===== src/rtl/rmf_pkg.sv =====
// Package of the reply message framer: parse phases, element kinds,
// error codes, control states and the byte constants of the wire format.
// No dependencies.
package rmf_pkg;

    localparam int MAX_DEPTH_DEF = 8;
    localparam int LEN_WIDTH_DEF = 32;

    localparam logic [7:0] CH_CR     = 8'h0D;
    localparam logic [7:0] CH_LF     = 8'h0A;
    localparam logic [7:0] CH_PLUS   = 8'h2B;
    localparam logic [7:0] CH_MINUS  = 8'h2D;
    localparam logic [7:0] CH_COLON  = 8'h3A;
    localparam logic [7:0] CH_UNDER  = 8'h5F;
    localparam logic [7:0] CH_HASH   = 8'h23;
    localparam logic [7:0] CH_COMMA  = 8'h2C;
    localparam logic [7:0] CH_LPAREN = 8'h28;
    localparam logic [7:0] CH_BANG   = 8'h21;
    localparam logic [7:0] CH_EQUAL  = 8'h3D;
    localparam logic [7:0] CH_DOLLAR = 8'h24;
    localparam logic [7:0] CH_STAR   = 8'h2A;
    localparam logic [7:0] CH_PCT    = 8'h25;
    localparam logic [7:0] CH_ZERO   = 8'h30;
    localparam logic [7:0] CH_NINE   = 8'h39;

    typedef enum logic [2:0] {
        PH_IDLE    = 3'd0,
        PH_LINE    = 3'd1,
        PH_LINE_CR = 3'd2,
        PH_LEN     = 3'd3,
        PH_LEN_CR  = 3'd4,
        PH_PAYLOAD = 3'd5
    } phase_t;

    typedef enum logic [1:0] {
        KIND_LINE = 2'd0,
        KIND_BULK = 2'd1,
        KIND_AGG  = 2'd2
    } kind_t;

    typedef enum logic [1:0] {
        ERR_NONE     = 2'd0,
        ERR_PREFIX   = 2'd1,
        ERR_DEPTH    = 2'd2,
        ERR_OVERFLOW = 2'd3
    } err_t;

    typedef enum logic [0:0] {
        ENG_RUN    = 1'b0,
        ENG_UNWIND = 1'b1
    } eng_state_t;

endpackage


===== src/rtl/rmf_byte_if.sv =====
// Input channel of the framer: one stream byte per item.
// Depends on nothing.
interface rmf_byte_if;
    logic       valid;
    logic       ready;
    logic [7:0] data_byte;

    modport source (output valid, output data_byte, input ready);
    modport sink (input valid, input data_byte, output ready);
endinterface


===== src/rtl/rmf_result_if.sv =====
// Result channel of the framer: end flag, error code and top kind per item.
// Depends on nothing.
interface rmf_result_if;
    logic       valid;
    logic       ready;
    logic       message_end;
    logic [1:0] error_code;
    logic [1:0] top_kind;

    modport source (output valid, output message_end, output error_code,
                    output top_kind, input ready);
    modport sink (input valid, input message_end, input error_code,
                  input top_kind, output ready);
endinterface


===== src/rtl/resp_message_framer.sv =====
// Top level of the reply message framer: parser, count stack memory and
// output register. Depends on rmf_pkg, rmf_byte_if and rmf_result_if.
//
//  channel  role    payload
//  -------  ------  ------------------------------------------
//  stream   sink    data_byte [7:0]
//  frame    source  message_end, error_code [1:0], top_kind [1:0]
//
// A byte that empties the count on top of the stack pops it, and each
// further level it unwinds needs one more read of the next count from the
// read port of the stack memory; no byte is accepted while these reads run.
// The top count is held in a register; the memory holds the levels below.
// A result waits in the output register until it is taken, and no byte is
// accepted while it waits unless it leaves in the same cycle.
// Reset clears all control state; the stack memory needs no clearing.
module resp_message_framer #(
    parameter int MAX_DEPTH = rmf_pkg::MAX_DEPTH_DEF,
    parameter int LEN_WIDTH = rmf_pkg::LEN_WIDTH_DEF
) (
    input  logic         clk,
    input  logic         rst_n,
    rmf_byte_if.sink     stream,
    rmf_result_if.source frame
);
    import rmf_pkg::*;

    localparam int LVL_W  = $clog2(MAX_DEPTH + 1);
    localparam int ADDR_W = (MAX_DEPTH > 1) ? $clog2(MAX_DEPTH) : 1;
    localparam int CNT_W  = LEN_WIDTH + 1;
    localparam int PROD_W = LEN_WIDTH + 4;

    eng_state_t             eng_reg, eng_next;
    phase_t                 phase_reg, phase_next;
    kind_t                  kind_reg, kind_next;
    logic                   map_reg, map_next;
    logic [LEN_WIDTH-1:0]   accum_reg, accum_next;
    logic                   neg_reg, neg_next;
    logic [CNT_W-1:0]       remain_reg, remain_next;
    logic [CNT_W-1:0]       top_reg, top_next;
    logic [LVL_W-1:0]       level_reg, level_next;
    kind_t                  hold_reg, hold_next;
    logic                   out_valid_reg, out_valid_next;
    logic                   out_end_reg, out_end_next;
    err_t                   out_err_reg, out_err_next;
    kind_t                  out_kind_reg, out_kind_next;

    logic [CNT_W-1:0]       stack_mem [MAX_DEPTH];
    logic [CNT_W-1:0]       rd_data_reg;
    logic                   rd_en;
    logic [ADDR_W-1:0]      rd_addr;
    logic                   wr_en;
    logic [ADDR_W-1:0]      wr_addr;
    logic [CNT_W-1:0]       wr_data;

    logic                   accept;
    logic                   finish;
    logic                   res_end;
    err_t                   res_err;
    logic                   do_complete;
    logic                   do_len_char;
    logic [7:0]             b;
    logic [3:0]             digit;
    logic [PROD_W-1:0]      prod;
    logic                   ovf;
    logic [CNT_W-1:0]       cnt;
    logic [LVL_W-1:0]       lvl_m1;
    logic [LVL_W-1:0]       lvl_m2;

    assign accept = stream.valid && stream.ready;
    assign b      = stream.data_byte;
    assign digit  = 4'(b - CH_ZERO);
    assign prod   = PROD_W'({accum_reg, 3'b000}) + PROD_W'({accum_reg, 1'b0})
                    + PROD_W'(digit);
    assign ovf    = |prod[PROD_W-1:LEN_WIDTH];
    assign cnt    = map_reg ? {accum_reg, 1'b0} : {1'b0, accum_reg};
    assign lvl_m1 = level_reg - LVL_W'(1);
    assign lvl_m2 = level_reg - LVL_W'(2);

    always_comb
    begin
        eng_next = eng_reg;
        if (eng_reg == ENG_RUN)
        begin
            if (accept && rd_en)
            begin
                eng_next = ENG_UNWIND;
            end
        end
        else
        begin
            if (finish)
            begin
                eng_next = ENG_RUN;
            end
        end
    end

    always_comb
    begin
        stream.ready = (eng_reg == ENG_RUN) && (!out_valid_reg || frame.ready);
        frame.valid       = out_valid_reg;
        frame.message_end = out_end_reg;
        frame.error_code  = out_err_reg;
        frame.top_kind    = out_kind_reg;
    end

    always_comb
    begin
        phase_next  = phase_reg;
        kind_next   = kind_reg;
        map_next    = map_reg;
        accum_next  = accum_reg;
        neg_next    = neg_reg;
        remain_next = remain_reg;
        top_next    = top_reg;
        level_next  = level_reg;
        hold_next   = hold_reg;
        finish      = 1'b0;
        res_end     = 1'b0;
        res_err     = ERR_NONE;
        do_complete = 1'b0;
        do_len_char = 1'b0;
        rd_en       = 1'b0;
        rd_addr     = lvl_m2[ADDR_W-1:0];
        wr_en       = 1'b0;
        wr_addr     = lvl_m1[ADDR_W-1:0];
        wr_data     = top_reg;

        if (eng_reg == ENG_RUN)
        begin
            if (accept)
            begin
                finish = 1'b1;
                case (phase_reg)
                    PH_IDLE:
                    begin
                        if (b == CH_PLUS || b == CH_MINUS || b == CH_COLON ||
                            b == CH_UNDER || b == CH_HASH || b == CH_COMMA ||
                            b == CH_LPAREN)
                        begin
                            kind_next  = KIND_LINE;
                            phase_next = PH_LINE;
                        end
                        else if (b == CH_BANG || b == CH_EQUAL ||
                                 b == CH_DOLLAR)
                        begin
                            kind_next  = KIND_BULK;
                            phase_next = PH_LEN;
                        end
                        else if (b == CH_STAR || b == CH_PCT)
                        begin
                            kind_next  = KIND_AGG;
                            phase_next = PH_LEN;
                        end
                        else
                        begin
                            res_err = ERR_PREFIX;
                        end
                        map_next   = (b == CH_PCT);
                        accum_next = '0;
                        neg_next   = 1'b0;
                        if (level_reg == '0)
                        begin
                            hold_next = kind_next;
                        end
                    end
                    PH_LINE, PH_LINE_CR:
                    begin
                        if (b == CH_CR)
                        begin
                            phase_next = PH_LINE_CR;
                        end
                        else if (b == CH_LF && phase_reg == PH_LINE_CR)
                        begin
                            do_complete = 1'b1;
                        end
                        else
                        begin
                            phase_next = PH_LINE;
                        end
                    end
                    PH_LEN_CR:
                    begin
                        if (b == CH_LF)
                        begin
                            if (kind_reg == KIND_BULK)
                            begin
                                if (neg_reg)
                                begin
                                    do_complete = 1'b1;
                                end
                                else
                                begin
                                    remain_next = {1'b0, accum_reg} + CNT_W'(2);
                                    phase_next  = PH_PAYLOAD;
                                end
                            end
                            else if (neg_reg || cnt == '0)
                            begin
                                do_complete = 1'b1;
                            end
                            else if (level_reg >= LVL_W'(MAX_DEPTH))
                            begin
                                res_err = ERR_DEPTH;
                            end
                            else
                            begin
                                wr_en      = (level_reg != '0);
                                top_next   = cnt;
                                level_next = level_reg + LVL_W'(1);
                                phase_next = PH_IDLE;
                                accum_next = '0;
                                neg_next   = 1'b0;
                            end
                        end
                        else if (b != CH_CR)
                        begin
                            phase_next  = PH_LEN;
                            do_len_char = 1'b1;
                        end
                    end
                    PH_LEN:
                    begin
                        if (b == CH_CR)
                        begin
                            phase_next = PH_LEN_CR;
                        end
                        else
                        begin
                            do_len_char = 1'b1;
                        end
                    end
                    PH_PAYLOAD:
                    begin
                        if (remain_reg > CNT_W'(1))
                        begin
                            remain_next = remain_reg - CNT_W'(1);
                        end
                        else
                        begin
                            do_complete = 1'b1;
                        end
                    end
                    default:
                    begin
                        phase_next = PH_IDLE;
                    end
                endcase

                if (do_len_char)
                begin
                    if (b == CH_MINUS)
                    begin
                        neg_next = 1'b1;
                    end
                    else if (b >= CH_ZERO && b <= CH_NINE)
                    begin
                        if (ovf)
                        begin
                            res_err = ERR_OVERFLOW;
                        end
                        else
                        begin
                            accum_next = prod[LEN_WIDTH-1:0];
                        end
                    end
                end

                if (do_complete)
                begin
                    phase_next  = PH_IDLE;
                    accum_next  = '0;
                    neg_next    = 1'b0;
                    remain_next = '0;
                    if (level_reg == '0)
                    begin
                        res_end = 1'b1;
                    end
                    else if (top_reg > CNT_W'(1))
                    begin
                        top_next = top_reg - CNT_W'(1);
                    end
                    else
                    begin
                        level_next = lvl_m1;
                        if (level_reg == LVL_W'(1))
                        begin
                            res_end = 1'b1;
                        end
                        else
                        begin
                            rd_en  = 1'b1;
                            finish = 1'b0;
                        end
                    end
                end
            end
        end
        else
        begin
            if (rd_data_reg > CNT_W'(1))
            begin
                top_next = rd_data_reg - CNT_W'(1);
                finish   = 1'b1;
            end
            else
            begin
                level_next = lvl_m1;
                if (level_reg == LVL_W'(1))
                begin
                    res_end = 1'b1;
                    finish  = 1'b1;
                end
                else
                begin
                    rd_en = 1'b1;
                end
            end
        end

        if (res_err != ERR_NONE)
        begin
            phase_next  = PH_IDLE;
            kind_next   = KIND_LINE;
            map_next    = 1'b0;
            accum_next  = '0;
            neg_next    = 1'b0;
            remain_next = '0;
            level_next  = '0;
            hold_next   = KIND_LINE;
            wr_en       = 1'b0;
            res_end     = 1'b0;
        end
    end

    always_comb
    begin
        out_valid_next = out_valid_reg && !frame.ready;
        out_end_next   = out_end_reg;
        out_err_next   = out_err_reg;
        out_kind_next  = out_kind_reg;
        if (finish)
        begin
            out_valid_next = 1'b1;
            out_end_next   = res_end;
            out_err_next   = res_err;
            out_kind_next  = res_end ? hold_reg : KIND_LINE;
        end
    end

    always_ff @(posedge clk or negedge rst_n)
    begin
        if (!rst_n)
        begin
            eng_reg       <= ENG_RUN;
            phase_reg     <= PH_IDLE;
            kind_reg      <= KIND_LINE;
            map_reg       <= 1'b0;
            accum_reg     <= '0;
            neg_reg       <= 1'b0;
            remain_reg    <= '0;
            level_reg     <= '0;
            hold_reg      <= KIND_LINE;
            out_valid_reg <= 1'b0;
        end
        else
        begin
            eng_reg       <= eng_next;
            phase_reg     <= phase_next;
            kind_reg      <= kind_next;
            map_reg       <= map_next;
            accum_reg     <= accum_next;
            neg_reg       <= neg_next;
            remain_reg    <= remain_next;
            level_reg     <= level_next;
            hold_reg      <= hold_next;
            out_valid_reg <= out_valid_next;
        end
    end

    always_ff @(posedge clk)
    begin
        top_reg      <= top_next;
        out_end_reg  <= out_end_next;
        out_err_reg  <= out_err_next;
        out_kind_reg <= out_kind_next;
    end

    always_ff @(posedge clk)
    begin
        if (wr_en)
        begin
            stack_mem[wr_addr] <= wr_data;
        end
        if (rd_en)
        begin
            rd_data_reg <= stack_mem[rd_addr];
        end
    end

    assert property (@(posedge clk) disable iff (!rst_n)
        level_reg <= LVL_W'(MAX_DEPTH))
        else $error("stack level exceeds the stack depth");

    assert property (@(posedge clk) disable iff (!rst_n)
        (eng_reg == ENG_UNWIND) |-> (!out_valid_reg && level_reg != '0))
        else $error("unwinding with a pending result or an empty stack");

    assert property (@(posedge clk) disable iff (!rst_n)
        (finish && res_err != ERR_NONE) |=>
            (level_reg == '0 && phase_reg == PH_IDLE && frame.valid &&
             !frame.message_end && frame.top_kind == KIND_LINE))
        else $error("error result did not return the framer to idle");

    assert property (@(posedge clk) disable iff (!rst_n)
        (wr_en || rd_en) |-> (level_reg >= LVL_W'(1)))
        else $error("stack memory accessed with no level below the top");

endmodule


===== src/flat_wrapper.sv =====
// flat-port wrapper written by rule: the top's interface ports become plain ports
module resp_message_framer_flat import rmf_pkg::*;
#(
    parameter int MAX_DEPTH = rmf_pkg::MAX_DEPTH_DEF,
    parameter int LEN_WIDTH = rmf_pkg::LEN_WIDTH_DEF
)
  (clk, rst_n, stream_valid, stream_data_byte, stream_ready, frame_valid, frame_message_end, frame_error_code, frame_top_kind, frame_ready);
  rmf_byte_if stream_i ();
  rmf_result_if frame_i ();
  input  logic clk;
  input  logic rst_n;
  input wire logic [$bits(stream_i.valid)-1:0] stream_valid;
  input wire logic [$bits(stream_i.data_byte)-1:0] stream_data_byte;
  output wire logic [$bits(stream_i.ready)-1:0] stream_ready;
  output wire logic [$bits(frame_i.valid)-1:0] frame_valid;
  output wire logic [$bits(frame_i.message_end)-1:0] frame_message_end;
  output wire logic [$bits(frame_i.error_code)-1:0] frame_error_code;
  output wire logic [$bits(frame_i.top_kind)-1:0] frame_top_kind;
  input wire logic [$bits(frame_i.ready)-1:0] frame_ready;
  assign stream_i.valid = stream_valid;
  assign stream_i.data_byte = stream_data_byte;
  assign stream_ready = stream_i.ready;
  assign frame_valid = frame_i.valid;
  assign frame_message_end = frame_i.message_end;
  assign frame_error_code = frame_i.error_code;
  assign frame_top_kind = frame_i.top_kind;
  assign frame_i.ready = frame_ready;
  resp_message_framer #(.MAX_DEPTH(MAX_DEPTH), .LEN_WIDTH(LEN_WIDTH)) u_core (.clk(clk), .rst_n(rst_n), .stream(stream_i), .frame(frame_i));
endmodule

===== config.mk =====
export PLATFORM = sky130hd
export DESIGN_NAME = resp_message_framer_flat
export DESIGN_NICKNAME = d
export VERILOG_FILES = /design/src/rtl/rmf_pkg.sv /design/src/rtl/rmf_byte_if.sv /design/src/rtl/rmf_result_if.sv /design/src/rtl/resp_message_framer.sv /design/src/flat_wrapper.sv
export SDC_FILE = /design/constraint.sdc
export NUM_CORES = 1
export LEC_CHECK = 0
export BUFFER_PORTS_ARGS = -buffer_cell sky130_fd_sc_hd__buf_2
export CAP_MARGIN = 20
export CORE_UTILIZATION = 39
export CTS_BUF_LIST = sky130_fd_sc_hd__clkbuf_4 sky130_fd_sc_hd__clkbuf_8
export CTS_CLUSTER_DIAMETER = 60
export DETAILED_ROUTE_END_ITERATION = 8
export GPL_ROUTABILITY_DRIVEN = 0
export PLACE_DENSITY_LB_ADDON = 0.3
export RECOVER_POWER = 100
export SLEW_MARGIN = 20
export SYNTH_ARGS = -nofsm -noshare
export SYNTH_HDL_FRONTEND = slang
export SYNTH_SLANG_ARGS = --single-unit

===== constraint.sdc =====
create_clock -name clk -period 5.8 [get_ports clk]
set_clock_uncertainty 0.1 [all_clocks]
set_input_delay 1.45 -clock clk [delete_from_list [all_inputs] [get_ports clk]]
set_output_delay 1.45 -clock clk [all_outputs]
set_load 0.1 [all_outputs]

==> impl_metrics.csv, run 1 <==
group,metric,value,unit
die,design.core.area,0.0554,mm^2
synthesis,netlist_instances,1823,
hold_path,hold_class,"reg -> reg",
synthesis,synthArstFlopShare,19.3,%
power,ir_drop,209,uV
grt,grt_max_degree,81,
grt,antenna_found_initial,1,
synthesis,yosys-top-cells-area,"edfxtp_1 46%, dfrtp_1 9.1%, mux4_2 6.7%",
synthesis,ys_types,83,
detailed_routing,via_count,15500,
hold_path,hp-start,"u_core.hold_reg[1]",
synthesis,syn_nets,1913,
detailed_routing,drtPass1Iterations,5,
synthesis,synth_largest_area_cell,"edfxtp_1",
detailed_routing,wl_per_cell,21.6,um
synthesis,syn_area_per_cell,12.1,um^2
die,io_pins,19,
synthesis,yosysWarningCount,0,
clock_network,ctsLongestPathBuffers,3,
detailed_routing,ant_nets,0,
die,start_util,39.8,%
worst_setup_path,r2r_end,"u_core.top_reg[11]",
grt,track_usage,20.5,%
status,status,"finished with violations",
die,die_w,240,um
synthesis,synth_area,0.0220,mm^2
synthesis,synth_top_area_share,45.6,%
worst_setup_path,crit_fanout,8,
synthesis,ys_seq_elements,415,
die,row_count,86,
synthesis,synth_xor_area_share,3.85,%
power,leakage,8.70,nW
synthesis,synth_top_family_by_area,"compound AO/OA/AOI/OAI gates",
worst_setup_path,start_kind,"input port",
clock_network,cts_resized,0,
worst_setup_path,cp-end-kind,"flip-flop",
clock_network,cts_tree,"done",
synthesis,synth_edf_count,335,
sta,holdWs,0.402,ns
clock_network,cts_hold_buf,0,
finish,area_growth,11.0,%
sta,slew_headroom,-27.5,%
worst_setup_path,r2r_setup_slack,0.84,ns
detailed_routing,drt_iter0_drc,1058,
clock_network,post_cts_buffers,0,
clock_network,cts_htree_levels,3,
worst_setup_path,worstPathArrival,5.71,ns
die,die_y,240,um
hold_path,hold_path_end,"u_core.hold_reg[1]",
finish,fin_util,44.2,%
finish,drive_gt1_share,14.0,%
clock_network,cts_root_buf,"clkbuf_8",
grt,grt_pass1_wl,90300,um
synthesis,ys.flop_type,"edfxtp_1",
grt,grt_overflow,0,
sta,finalSetupViolCount,0,
sta,fin_crit_sh,91.1,%
finish,stdcell_count,2663,
worst_setup_path,path_class,"in -> reg",
worst_setup_path,rr_worst_depth,12,
finish,fin_nets,1952,
worst_setup_path,r2r_start,"u_core.map_reg",
detailed_routing,remaining_drc_errors,0,
hold_path,whs_path_depth,2,
clock_network,clkSinkCount,415,
clock_network,clk_latency,0.67,ns
synthesis,synth_compound_area_share,12.6,%
worst_setup_path,crit_required,6.22,ns
flow_run,cap_violations,8,
sta,max_freq,0.189,GHz
finish,regMostFlops,"u_core.stack_mem",
detailed_routing,via_per_inst,5.84,
synthesis,ys_seq_area_share,54.7,%
clock_network,cts_made_buffers,76,
place,io_buffer_count,18,
clock_network,clk_pin_slew,0.06,ns
sta,slew_viol_final,210,
finish,largest_reg_flops,264,
synthesis,synth_fa_ha_area_share,4.54,%
synthesis,synth.area.mux_share,9.94,%
place,placed_cells,2531,
status,violations,"capacitance limit, slew limit",
grt,grt_pass1_vias,15600,
detailed_routing,finalWirelength,57400,um
die,die_area,0.0575,mm^2
sta,min_period,5.28,ns
sta,setup_tns,0,ns
place,hpwl,37000,um
power,p_per_area,304,mW/mm^2
sta,hold_viol,0,
sta,rsz0062_at_grt,"no",
sta,tightest_slew,1.91,ns
synthesis,synthSimpleGateAreaFrac,11.8,%
[critical path: stages]
cell and delay, ns:
clkbuf_1 0.09, inv_1 0.09, fa_1 0.55, inv_1 0.07, fa_1 0.44, a211o_1 0.30
a211oi_2 0.33, o21ai_0 0.27, a311o_1 0.41, a41oi_2 0.19, xor2_1 0.26, nand4_4 0.25
and2_0 0.28, o31ai_1 0.34, mux2_2 0.37
[cells in the mapped netlist (13+ instances only)]
library cell and count:
edfxtp_1 335, nor2_1 146, o21ai_0 127, nand2_1 115
a21oi_1 97, clkbuf_1 96, dfrtp_1 80, ha_1 76
mux4_2 66, nor3_1 63, xnor2_1 54, xor2_1 43
inv_1 37, mux2_2 35, a22o_1 34, nand3_1 34
mux2i_1 31, nor4_1 29, a31oi_1 25, or3_1 25
nor2b_1 19, a211oi_1 17, a32oi_1 17, nand4_1 17
a21o_1 15, o211ai_1 14, o21ai_1 13
[placed cells by master, fill, tap and decap left out, types with 8 or more instances in the layout]
master	Yosys	final
xnor2_1	54	54
and3_1	10	10
clkbuf_4	0	19
ha_1	76	76
mux2_1	0	15
a22o_1	34	34
dfrtp_1	80	79
nor4_1	29	29
a32oi_1	17	17
nor2_1	146	142
edfxtp_1	335	335
nand2_1	115	115
xor2_1	43	43
o21ai_0	127	138
inv_1	37	37
clkinv_1	0	14
nand3_1	34	34
clkinv_2	0	9
mux2i_1	31	31
a211oi_1	17	17
a21o_1	15	15
buf_2	7	10
nor3_1	63	64
nand4_1	17	17
a31oi_1	25	25
nand2b_1	12	12
clkbuf_8	0	77
o211ai_1	14	14
a21oi_1	97	97
or3_1	25	25
nor2b_1	19	19
mux4_2	66	66
buf_4	0	27
mux2_2	35	20
or4_1	7	8
clkbuf_1	96	33
[logic make-up after synthesis]
logic type | Yosys count
xor gates and xnor gates | 97
AOI/OAI and AO/OA | 428
buffers and inverters | 150
and+or+nand+nor | 522
adders and majority gates | 79
DFF | 415
muxes | 132
[routing by layer]
layer | part of all wire, % | up-vias | GRT usage (%)
met5 | 0 | - | 0
met4 | 3.1 | 0 | 6.93
met3 | 5.4 | 118 | 3.58
met2 | 47 | 484 | 33.6
met1 | 44 | 7843 | 27.4
li1 | - | 7098 | -
[final cells by class]
type | count | area [um^2]
Inverter | 37 | 139
Tap cell | 748 | 936
Sequential cell | 415 | 12100
Multi-Input combinational cell | 1258 | 9410
Fill cell | 5077 | 30900
Clock inverter | 34 | 285
Clock buffer | 96 | 1200
Timing Repair Buffer | 74 | 424
Antenna cell | 1 | 2.50
[stage by stage]
stage          worst slack [ns]  area, um^2  power, mW
3_5_place_dp             0.0434       23200       4.70
3_3_place_gp             0.0893       23200       4.67
5_1_grt                   0.232       24500       7.78
6_report                  0.517       24500       7.44
4_1_cts                   0.707       24700       7.49
2_1_floorplan            -0.931       22000       4.35
[worst max path at each step]
stage / startpoint / end / slack [ns] / cells after the start
after floorplan: frame_ready / u_core.stack_mem[7][0] / -0.93 / 6
after global placement: stream_data_byte[3] / u_core.map_reg / 0.09 / 15
after detailed placement: stream_data_byte[3] / u_core.map_reg / 0.04 / 15
after CTS: stream_data_byte[3] / u_core.map_reg / 0.71 / 15
after global routing: stream_data_byte[3] / u_core.map_reg / 0.23 / 15
final: stream_data_byte[3] / u_core.map_reg / 0.52 / 15
[power by group]
part           internal [mW]  total, mW  switching, mW
clock network           1.54       2.79           1.24
registers               3.33       3.49          0.161
logic                  0.340       1.16          0.821
No activity file was read; power rests on OpenSTA's default activity.
==> run 2: changes to the inputs <==
- ABC_AREA: default -> 1
- clock period: 5.8 -> 6.23 ns (I/O delays scaled with it)
==> run 2 against run 1 <==
  * The run still ends with capacitance limit, slew limit left
  * Non-clock buffer count down 18
  * Core utilization down 1.0 points
  * Sequential power down 4%
  * Final cell count up 36%
==> impl_metrics.csv, run 2 <==
group,metric,value,unit
place,place_ws,0.242,ns
sta,slew_viol_final,140,
grt,grt_overflow,0,
worst_setup_path,worstPathArrival,5.80,ns
finish,n_antenna_cell,0,
synthesis,ys.flop_type,"edfxtp_1",
clock_network,cts_made_buffers,70,
sta,tightest_slew,3.47,ns
die,die_y,249,um
synthesis,syn_nets,2861,
worst_setup_path,crit_required,6.45,ns
sta,slew_headroom,-132,%
power,leakage,10.5,nW
finish,fin_util,43.2,%
synthesis,ys_seq_elements,415,
clock_network,ctsLongestPathBuffers,3,
grt,grt_max_degree,78,
detailed_routing,finalWirelength,67500,um
clock_network,post_cts_buffers,0,
finish,area_growth,9.67,%
worst_setup_path,r2r_end,"u_core.stack_mem[6][7]",
place,hpwl,46700,um
worst_setup_path,cp-startpoint,"stream_data_byte[3]",
worst_setup_path,crit_end,"u_core.stack_mem[2][24]",
die,io_pins,19,
clock_network,cts_htree_levels,3,
place,io_buffer_count,18,
die,die_w,249,um
power,power,7.75,mW
worst_setup_path,rr_worst_depth,7,
worst_setup_path,r2r_start,"u_core.level_reg[1]",
clock_network,cts_tree,"done",
grt,grtUsageMet1,29.3,%
finish,stdcell_count,3623,
place,placed_cells,3501,
grt,use_met2,34.7,%
grt,grt_pass1_vias,19500,
hold_path,hold_class,"reg -> reg",
synthesis,synth_largest_area_cell,"edfxtp_1",
finish,regMostFlops,"u_core.stack_mem",
die,row_count,90,
die,design.core.area,0.0602,mm^2
synthesis,synth_top_area_share,42.4,%
grt,antenna_found_initial,0,
power,ir_drop,306,uV
worst_setup_path,crit_fanout,33,
die,die_area,0.0618,mm^2
clock_network,clk_pin_slew,0.07,ns
flow_run,cap_violations,4,
finish,largest_reg_flops,264,
grt,busiest_layer,"met2",
synthesis,synthArstFlopShare,19.3,%
synthesis,syn_area_per_cell,8.55,um^2
sta,worst_slack,0.657,ns
clock_network,cts_hold_buf,0,
synthesis,yosysWarningCount,0,
worst_setup_path,start_kind,"input port",
finish,layout_commonest_cell,"nand2_1",
status,violations,"capacitance limit, slew limit",
finish,drive_gt1_share,6.58,%
synthesis,yosys-top-cells-area,"edfxtp_1 42%, dfrtp_1 8.4%, nand2_1 8.2%",
place,place_area,0.0247,mm^2
worst_setup_path,cp-end-kind,"flip-flop",
detailed_routing,via_count,20000,
detailed_routing,via_per_inst,5.53,
sta,setup_tns,0,ns
synthesis,synth_edf_count,335,
clock_network,clk_latency,0.67,ns
grt,met3_usage,3.33,%
synthesis,post-synth-top-count-cell,"nand2_1",
die,start_util,39.3,%
worst_setup_path,path_class,"in -> reg",
finish,fin_nets,2883,
status,status,"finished with violations",
finish,final_cell_mix,"520 x nand2_1, 476 x nor2_1, 335 x edfxtp_1",
sta,finalSetupViolCount,0,
detailed_routing,drt_iter0_drc,1696,
clock_network,cts_root_buf,"clkbuf_8",
synthesis,netlist_top_cells_count,"517 x nand2_1, 477 x nor2_1, 335 x edfxtp_1",
sta,max_freq,0.179,GHz
sta,fin_crit_sh,89.4,%
sta,hold_viol,0,
clock_network,clkSinkCount,415,
synthesis,synth_area,0.0237,mm^2
detailed_routing,wl_per_cell,18.6,um
sta,min_period,5.57,ns
synthesis,netlist_instances,2771,
detailed_routing,ant_nets,0,
power,p_per_area,298,mW/mm^2
sta,holdWs,0.388,ns
worst_setup_path,r2r_setup_slack,0.71,ns
detailed_routing,drtPass1Iterations,6,
clock_network,cts_resized,0,
finish,final_area,0.0260,mm^2
grt,grt_pass1_wl,106000,um
synthesis,ys_seq_area_share,50.9,%
sta,rsz0062_at_grt,"no",
detailed_routing,remaining_drc_errors,0,
synthesis,ys_types,54,
finish,fillCellCount,5859,
grt,track_usage,21.6,%
## run 2: cell types whose count changed after synthesis, sizes merged, moves of 27 or more
cell	delta
o21ai	+167
o22ai	+89
mux4	-66
mux2	-35
nand2	+409
xnor2	-33
inv	+212
nand3	+85
nor2	+338
xor2	+27
a22o	-34
## run 2: worst min path at each step
stage	slack (ns)	end	from	cells past startpoint
floorplan	0.34	u_core.remain_reg[29]	u_core.remain_reg[29]	2
global placement	0.36	u_core.remain_reg[29]	u_core.remain_reg[29]	2
detailed placement	0.37	u_core.remain_reg[29]	u_core.remain_reg[29]	2
CTS	0.39	u_core.remain_reg[29]	u_core.remain_reg[29]	2
global route	0.42	u_core.remain_reg[29]	u_core.remain_reg[29]	2
finish	0.39	u_core.remain_reg[29]	u_core.remain_reg[29]	2
## run 2: layer usage
layer  routed length, um  vias to the layer above
met4                2560                        0
met5                   0                        -
met1               29800                     9503
li1                    -                     9551
met2               30800                      797
met3                4320                      191
## run 2: cells by family (layout without fill, tap and decap cells)
kind of cell             Yosys count  in the layout  synth area share (%)
AND/OR/NAND/NOR                 1249           1249                  21.9
AO/OA/AOI/OAI                    571            571                  13.3
flip-flops                       415            415                  50.9
buffers and inverters            357            427                  5.96
XOR/XNOR                          91             91                  3.36
adder cells (fa/ha/maj)           78             78                  4.18
multiplexers                      10             10                 0.422
## run 2: where the power goes
part | switching (mW) | internal [mW] | total [mW] | leakage (nW)
clock network | 1.16 | 1.38 | 2.54 | 0.746
logic | 1.28 | 0.576 | 1.85 | 5.65
registers | 0.208 | 3.15 | 3.36 | 4.13
total | 2.64 | 5.11 | 7.75 | 10.5
## run 2: area by class of cell
type	instances	area (um^2)	share of cell area [%]
clock inverter	28	255	0.982
inverter	251	943	3.63
tap	782	978	3.76
timing repair buffer	56	388	1.49
multi-input combinational	1999	10200	39.3
sequential	415	12100	46.4
clock buffer	92	1150	4.44
## run 2: critical path, cell delays in order
cell      delay [ns]
buf_2           0.13
inv_1           0.10
fa_1            0.53
inv_1           0.07
fa_1            0.45
nand2_1         0.11
nand2_1         0.12
nand3_1         0.11
nand2_1         0.11
nand2_1         0.09
nand2_2         0.09
nand2_1         0.10
nand2_1         0.05
nand2_1         0.06
nand2_1         0.06
nor2_2          0.13
nand2_1         0.11
nand2_1         0.11
nand2_1         0.05
nand2_1         0.10
nand2_1         0.16
nor2_1          0.43
nand4_1         0.15
clkbuf_1        0.20
nor3_1          0.31
buf_12          0.28
==> run 3: changes to the inputs <==
- CORE_MARGIN: default -> 5
- HOLD_SLACK_MARGIN: default -> 0.1
==> run 3 against run 2 <==
  * The flow still finishes with violations (capacitance limit, slew limit)
  * Count of clock-buffer cells in the layout is 6 higher
  * Final cell count rose by 0.19%
  * Combinational power about the same
  * Clock power barely moved
  * Critical path type unchanged
  * Critical endpoint is now u_core.stack_mem[3][22]
  * Largest cell class unchanged
  * Highest routed layer is now met5
==> impl_metrics.csv, run 3 (synthesis gave the netlist of run 2 again) <==
group,metric,value,unit
die,die_area,0.0658,mm^2
finish,n_antenna_cell,0,
clock_network,cts_htree_levels,3,
worst_setup_path,r2r_setup_slack,0.70,ns
sta,fin_crit_sh,90.4,%
grt,antenna_found_initial,1,
detailed_routing,finalWirelength,67000,um
clock_network,cts_root_buf,"clkbuf_8",
clock_network,ctsLongestPathBuffers,3,
place,hpwl,45900,um
finish,final_cell_mix,"521 x nand2_1, 473 x nor2_1, 335 x edfxtp_1",
sta,max_freq,0.178,GHz
sta,min_period,5.63,ns
grt,grt_pass1_vias,19300,
finish,fin_util,43.3,%
power,ir_drop,272,uV
finish,drive_gt1_share,6.85,%
finish,multi_input_area,0.0102,mm^2
clock_network,post_cts_buffers,0,
flow_run,cap_violations,2,
clock_network,cts_resized,0,
place,place_area,0.0247,mm^2
sta,worst_slack,0.600,ns
worst_setup_path,cp-end-kind,"flip-flop",
clock_network,clk_latency,0.65,ns
detailed_routing,via_per_inst,5.51,
die,start_util,39.3,%
sta,setup_tns,0,ns
finish,regArea,0.0121,mm^2
clock_network,clkSinkCount,415,
finish,largest_reg_flops,264,
finish,final_area,0.0261,mm^2
finish,fillCellCount,5846,
power,leakage,10.6,nW
clock_network,cts_made_buffers,73,
grt,track_usage,19.7,%
worst_setup_path,r2r_end,"u_core.stack_mem[4][8]",
die,io_pins,19,
sta,finalSetupViolCount,0,
worst_setup_path,crit_required,6.45,ns
finish,fin_nets,2886,
sta,rsz0062_at_grt,"no",
sta,slew_viol_final,107,
die,row_count,90,
place,placed_cells,3502,
worst_setup_path,crit_end,"u_core.stack_mem[3][22]",
sta,tightest_slew,3.54,ns
power,power,7.77,mW
die,design.core.area,0.0602,mm^2
finish,stdcell_count,3630,
worst_setup_path,cp-startpoint,"stream_data_byte[3]",
clock_network,clk_pin_slew,0.06,ns
sta,slew_headroom,-136,%
finish,regMostFlops,"u_core.stack_mem",
grt,grt_pass1_wl,105000,um
status,status,"finished with violations",
die,die_y,257,um
clock_network,cts_tree,"done",
detailed_routing,via_count,20000,
worst_setup_path,rr_worst_depth,7,
sta,hold_viol,0,
detailed_routing,remaining_drc_errors,0,
detailed_routing,drt_iter0_drc,1917,
detailed_routing,wl_per_cell,18.5,um
power,p_per_area,298,mW/mm^2
place,place_ws,0.201,ns
grt,grt_max_degree,81,
finish,layout_commonest_cell,"nand2_1",
status,violations,"capacitance limit, slew limit",
clock_network,cts_hold_buf,0,
finish,area_growth,10.1,%
detailed_routing,ant_nets,0,
worst_setup_path,start_kind,"input port",
worst_setup_path,worstPathArrival,5.85,ns
hold_path,hold_class,"reg -> reg",
worst_setup_path,r2r_start,"u_core.level_reg[1]",
worst_setup_path,path_class,"in -> reg",
grt,grt_overflow,0,
die,die_w,257,um
detailed_routing,drtPass1Iterations,7,
sta,holdWs,0.380,ns
worst_setup_path,crit_fanout,33,
place,io_buffer_count,18,
[run 3: changes by cell type in the layout (fill, tap and decap cells not counted), sizes merged]
cell	previous run	this run
bufinv	4	3
clkinvlp	0	1
clkbuf	111	112
buf	36	41
clkinv	24	25
[run 3: final cells by class]
class,instances,share of cell area (%)
tap,782,3.75
clock buffer,98,4.67
timing repair buffer,56,1.59
clock inverter,29,0.959
inverter,251,3.62
multi-input combinational,1999,39.2
sequential,415,46.2
[run 3: worst max-delay path, cell delays in order]
cell      delay, ns
buf_2          0.13
inv_1          0.10
fa_1           0.54
inv_1          0.07
fa_1           0.44
nand2_1        0.09
nand2_1        0.12
nand3b_1       0.12
nand2_1        0.10
nand2_1        0.08
nand2_1        0.11
nand2_1        0.11
nand2_1        0.06
nand2_1        0.06
nand2_1        0.05
nor2_1         0.14
nand2_1        0.12
nand2_1        0.12
nand2_1        0.06
nand2_1        0.11
nand2_1        0.16
nor2_1         0.43
nand4_1        0.14
clkbuf_1       0.23
nor3_1         0.31
buf_12         0.29
[run 3: worst min path at each step]
stage	slack (ns)	endpoint	startpoint	cells past startpoint
finish	0.38	u_core.remain_reg[29]	u_core.remain_reg[29]	2
global route	0.41	u_core.remain_reg[29]	u_core.remain_reg[29]	2
CTS	0.38	u_core.remain_reg[29]	u_core.remain_reg[29]	2
detailed placement	0.37	u_core.remain_reg[29]	u_core.remain_reg[29]	2
global placement	0.36	u_core.remain_reg[29]	u_core.remain_reg[29]	2
floorplan	0.34	u_core.remain_reg[29]	u_core.remain_reg[29]	2
[run 3: per-layer routing]
metal / part of all wire (%) / GRT usage (%)
met1: 44 / 26.8
met2: 46 / 32.0
met4: 3.6 / 7.32
met5: 0.018 / 0
met3: 6.4 / 3.33
[run 3: power breakdown]
part	switching (mW)	internal [mW]
logic	1.28	0.582
clock network	1.15	1.41
registers	0.205	3.16
